===== config.mk =====
export PLATFORM = sky130hd
export DESIGN_NAME = bfha_table
export DESIGN_NICKNAME = d
export VERILOG_FILES = /design/src/hdl/best_fit_heap_allocator_defines.svh /design/src/hdl/bfha_pkg.sv /design/src/hdl/bfha_table.sv
export SDC_FILE = /design/constraint.sdc
export NUM_CORES = 2
export LEC_CHECK = 0
export BUFFER_PORTS_ARGS = -buffer_cell sky130_fd_sc_hd__buf_2
export CAP_MARGIN = 20
export CORE_MARGIN = 1
export CORE_UTILIZATION = 60
export DETAILED_ROUTE_END_ITERATION = 12
export PLACE_DENSITY = 0.82
export SLEW_MARGIN = 20
export SYNTH_ARGS = -nofsm -noshare
export SYNTH_HDL_FRONTEND = slang
export SYNTH_MEMORY_MAX_BITS = 65536
export SYNTH_SLANG_ARGS = --single-unit

===== constraint.sdc =====
create_clock -name clock -period 11.5 [get_ports clock]
set_clock_uncertainty 0.2 [all_clocks]
set_input_delay 0.575 -clock clock [delete_from_list [all_inputs] [get_ports clock]]
set_output_delay 0.575 -clock clock [all_outputs]
set_load 0.01 [all_outputs]

===== src/hdl/best_fit_heap_allocator_defines.svh =====
// Assertion macros shared by the heap allocator RTL.
`ifndef BEST_FIT_HEAP_ALLOCATOR_DEFINES_SVH
`define BEST_FIT_HEAP_ALLOCATOR_DEFINES_SVH

// Condition holds at every clock edge outside reset.
`define BFHA_ASSERT_HOLDS(label, clk, rst, cond, msg) \
   label: assert property (@(posedge clk) disable iff (rst) (cond)) else $error(msg);

// Consequence holds in the same cycle as the antecedent.
`define BFHA_ASSERT_IMPLIES(label, clk, rst, ante, cons, msg) \
   label: assert property (@(posedge clk) disable iff (rst) (ante) |-> (cons)) else $error(msg);

// Consequence holds in the cycle after the antecedent.
`define BFHA_ASSERT_NEXT(label, clk, rst, ante, cons, msg) \
   label: assert property (@(posedge clk) disable iff (rst) (ante) |=> (cons)) else $error(msg);

`endif


===== src/hdl/bfha_pkg.sv =====
// Types and constants of the best-fit heap allocator.
`timescale 1ns / 1ps
package bfha_pkg;

   // Sequencer states
   typedef enum logic [3:0] {
      S_IDLE,
      S_SCAN,
      S_DECIDE,
      S_MOVE,
      S_SPLIT_WR,
      S_REL_RN,
      S_REL_RP,
      S_REL_MERGE,
      S_DONE
   } state_type;

   // One block table entry
   typedef struct packed {
      logic [31:0] offset;
      logic [31:0] size;
      logic        free;
   } entry_type;

   // Operation codes
   localparam logic [1:0] OP_ALLOC   = 2'd0;
   localparam logic [1:0] OP_RELEASE = 2'd1;
   localparam logic [1:0] OP_RESIZE  = 2'd2;

   // Status codes
   localparam logic [2:0] ST_OK        = 3'd0;
   localparam logic [2:0] ST_REJECT    = 3'd1;
   localparam logic [2:0] ST_EXHAUSTED = 3'd2;
   localparam logic [2:0] ST_FULL      = 3'd3;
   localparam logic [2:0] ST_UNKNOWN   = 3'd4;

   // Register indexes
   localparam logic CSR_HEAP_LIMIT  = 1'b0;
   localparam logic CSR_SPLIT_SLACK = 1'b1;

   // Register reset values
   localparam logic [31:0] HEAP_LIMIT_RESET  = 32'd1048576;
   localparam logic [15:0] SPLIT_SLACK_RESET = 16'd64;

endpackage


===== src/hdl/bfha_table.sv =====
// Block table memory: one write port, one read port with registered data.
`timescale 1ns / 1ps
module bfha_table #(
   parameter int DEPTH = 64,
   parameter int AW    = 6
) (
   input  logic                clock,
   input  logic                wr_en,
   input  logic [AW-1:0]       wr_addr,
   input  bfha_pkg::entry_type wr_data,
   input  logic [AW-1:0]       rd_addr,
   output bfha_pkg::entry_type rd_data
);

   bfha_pkg::entry_type mem [DEPTH];
   bfha_pkg::entry_type rd_data_ff;

   // write port
   always_ff @(posedge clock) begin
      if (wr_en) begin
         mem[wr_addr] <= wr_data;
      end
   end

   // read port, registered read data
   always_ff @(posedge clock) begin
      rd_data_ff <= mem[rd_addr];
   end

   assign rd_data = rd_data_ff;

endmodule


==> run_results.csv <==
group,metric,value,unit
clock_network,clk_pin_slew,0.06,ns
clock_network,clock_path_buffers,4,
sta,whs,0.02937,ns
clock_network,h-tree-depth,5,
routing,drt_iter0_markers,17103,
layout,nets,7052,
power_and_ir_drop,power.density,181.8,nW/um^2
synthesis,yosysTopAreaCell,"edfxtp_1",
routing,route.detailed.drc,0,
synthesis,synth.cell_area,158300,um^2
die,core_area,262300,um^2
worst_hold_path,worstHoldStart,"wr_data[0]",
routing,ant_nets,0,
placement,dp_slack,6.667,ns
clock_network,cts_tree,"built",
die,die_area,265900,um^2
routing,num_vias,84935,
worst_setup_path,r2r_slack,9.12,ns
global_routing,grt_first_pass_wirelength,691700,um
die,dieWidth,515.7,um
worst_hold_path,whs_path_depth,1,
routing,dr.pass1.iters,6,
synthesis,synthTopCellsByArea,"edfxtp_1 79%, mux4_2 15%, a22oi_1 1.2%",
synthesis,yosysTopAreaCellShare,78.90,%
layout,final-seq-area,126200,um^2
sta,slew_violations,0,
die,fp.dieH,515.7,um
worst_setup_path,cp_top_family,"buffers and inverters",
worst_setup_path,crit_fanout,94,
placement,port_buffers,143,
die,io-pin-count,144,
routing,viasPerCell,7.827,
layout,layout-drive-gt1-share,28.20,%
worst_setup_path,critPathSlowestCell,"buf_4",
worst_setup_path,endpoint_kind,"register",
worst_hold_path,min_to,"mem[18][0]",
sta,timing.fmax,242.2,MHz
layout,final_cell_area,177100,um^2
worst_setup_path,ff2ff_path_depth,4,
power_and_ir_drop,ir_drop,0.2235,mV
placement,placed_cell_area,163700,um^2
clock_network,clock_sinks,4225,
synthesis,ys_ff_latch,4225,
sta,relSlewSlack,10.54,%
synthesis,ys.flop_type,"edfxtp_1",
synthesis,ys_warn_count,0,
synthesis,yosysSeqAreaShare,79.72,%
synthesis,ys_types,27,
worst_setup_path,cpPeakStageDelay,0.92,ns
clock_network,cts_resized,0,
sta,setup_slack,7.372,ns
clock_network,cts_buffers,400,
routing,wirelength,510600,um
worst_setup_path,criticalPathCategory,"input pin to register",
sta,setup_tns,0,ns
sta,finalSetupViolations,0,
placement,gp_congestion,0.8122,
routing,routedWlPerCell,47.05,um
power_and_ir_drop,p_leak,55.08,nW
power_and_ir_drop,power.total,32.21,mW
global_routing,grt_pass1_vias,86385,
worst_hold_path,hold_path.class,"input pin to register",
run_status,status,"finished clean",
flow_run,drv_cap,0,
sta,hold_viol,0,
placement,dp_hpwl,225200,um
worst_setup_path,start_kind,"input pin",
layout,multi_input_area,30780,um^2
sta,min_period,4.128,ns
layout,areaGrowthSynthToFinish,11.88,%
synthesis,synth_edf_count,4160,
worst_setup_path,worst-endpoint-arrival,4.71,ns
worst_setup_path,cpMostUsedCell,"buf_4",
worst_setup_path,r2r_end,"rd_data[39]",
worst_setup_path,crit_buf_inv,4,
worst_setup_path,worstPathRequired,12.08,ns
sta,rsz0062_at_grt,"no",
global_routing,grt_max_degree,131,
die,floorplan.initialDensity,60.37,%
global_routing,grt_overflow_total,0,
synthesis,postSynthAreaPerCell,23.97,um^2
sta,finalCritPeriodShare,35.90,%
synthesis,syn-num-nets,6685,
synthesis,async_flop_share,0,%
layout,fillers,14290,
sta,tightestPinTransition,1.342,ns
synthesis,netlist_instances,6606,
worst_setup_path,r2r-start,"mem[38][39]",
clock_network,clock_latency,0.96,ns
worst_setup_path,crit_chain,"buf_8, buf_12, buf_4, buf_4, mux4_2, mux2i_1, a211oi_1, o211a_1",
die,placementRows,188,
clock_network,cts_root_buffer,"clkbuf_16",
global_routing,grtUsageTotal,38.69,%
global_routing,antenna_found_initial,45,
[worst max-delay path by stage]
stage / end / slack, ns / startpoint / cells after the start
2_1_floorplan: mem[48][0] / 5.22 / wr_addr[3] / 4
3_3_place_gp: rd_data[40] / 6.78 / rd_addr[1] / 8
3_5_place_dp: rd_data[51] / 6.67 / rd_addr[1] / 8
4_1_cts: rd_data[51] / 7.50 / rd_addr[1] / 8
5_1_grt: rd_data[51] / 7.40 / rd_addr[1] / 8
6_report: rd_data[51] / 7.37 / rd_addr[1] / 8
[placed cells by master, fill, tap and decap left out, types with 68 or more instances in the layout]
| cell | instances |
|---|---|
| mux4_2 | 1040 |
| clkbuf_16 | 409 |
| edfxtp_1 | 4160 |
| clkbuf_1 | 89 |
| nand3_1 | 114 |
| a22oi_1 | 260 |
| mux2i_1 | 103 |
| buf_2 | 135 |
| o22ai_1 | 130 |
| buf_4 | 181 |
| clkinv_2 | 68 |
[cells by family (layout without fill, tap and decap cells)]
logic type / Yosys count / after routing / share of synthesized area [%]
and+or+nand+nor: 295 / 295 / 0.9111
buffers and inverters: 377 / 1079 / 1.204
other: 0 / 29 / 0
muxes: 1143 / 1143 / 15.44
AOI/OAI and AO/OA: 566 / 566 / 2.720
DFF: 4225 / 4225 / 79.72
[metrics by stage]
stage               util [%]  cells
finish                 67.54  10852
global route           67.52  10836
CTS                    67.45  10815
detailed placement     62.43  10078
global placement       62.42  10077
floorplan                  -   6606
[area by class of cell]
cell class,count,share of cell area (%)
Sequential cell,4225,71.25
Antenna cell,29,0.04097
Timing Repair Buffer,342,1.414
Clock inverter,201,1.170
Multi-Input combinational cell,2004,17.38
Clock buffer,536,6.262
Tap cell,3515,2.483
[registers in the layout, summed over array words and instances (netlist names)]
register / count
mem: 4160
rd_data: 65
[cell usage after synthesis, drive strengths merged (4+ instances only)]
cell type	instances
buf	257
or3b	4
mux2i	103
nor2	112
a211oi	65
nand2	8
dfxtp	65
mux4	1040
o211a	65
nand2b	9
clkbuf	120
edfxtp	4160
nand3	115
a22oi	260
nand3b	25
o221ai	46
nor2b	9
o22ai	130
[report_power, final]
group          total, mW  leakage (nW)  switching, mW  internal (mW)
Clock               13.6          6.42           6.02           7.53
Sequential          17.1          38.0         0.0887           17.0
Combinational       1.51          10.7          0.997          0.517
Total               32.2          55.1           7.11           25.1
[routing by layer]
metal	wire, um	global-route usage (%)	vias to the layer above	part of all wire (%)
met5	199	0	-	0.039
li1	-	-	29409	-
met4	49750	30.42	34	9.7
met1	142200	45.51	42459	28
met3	82620	12.02	2833	16
met2	235900	59.64	10200	46
[repair_timing]
| item | CTS | global route |
|---|---|---|
| hold endpoints to repair | 0 | 46 |
| hold buffers | 0 | 3 |
| buffers inserted | 0 | 0 |
(Power assumes the default switching activity.)
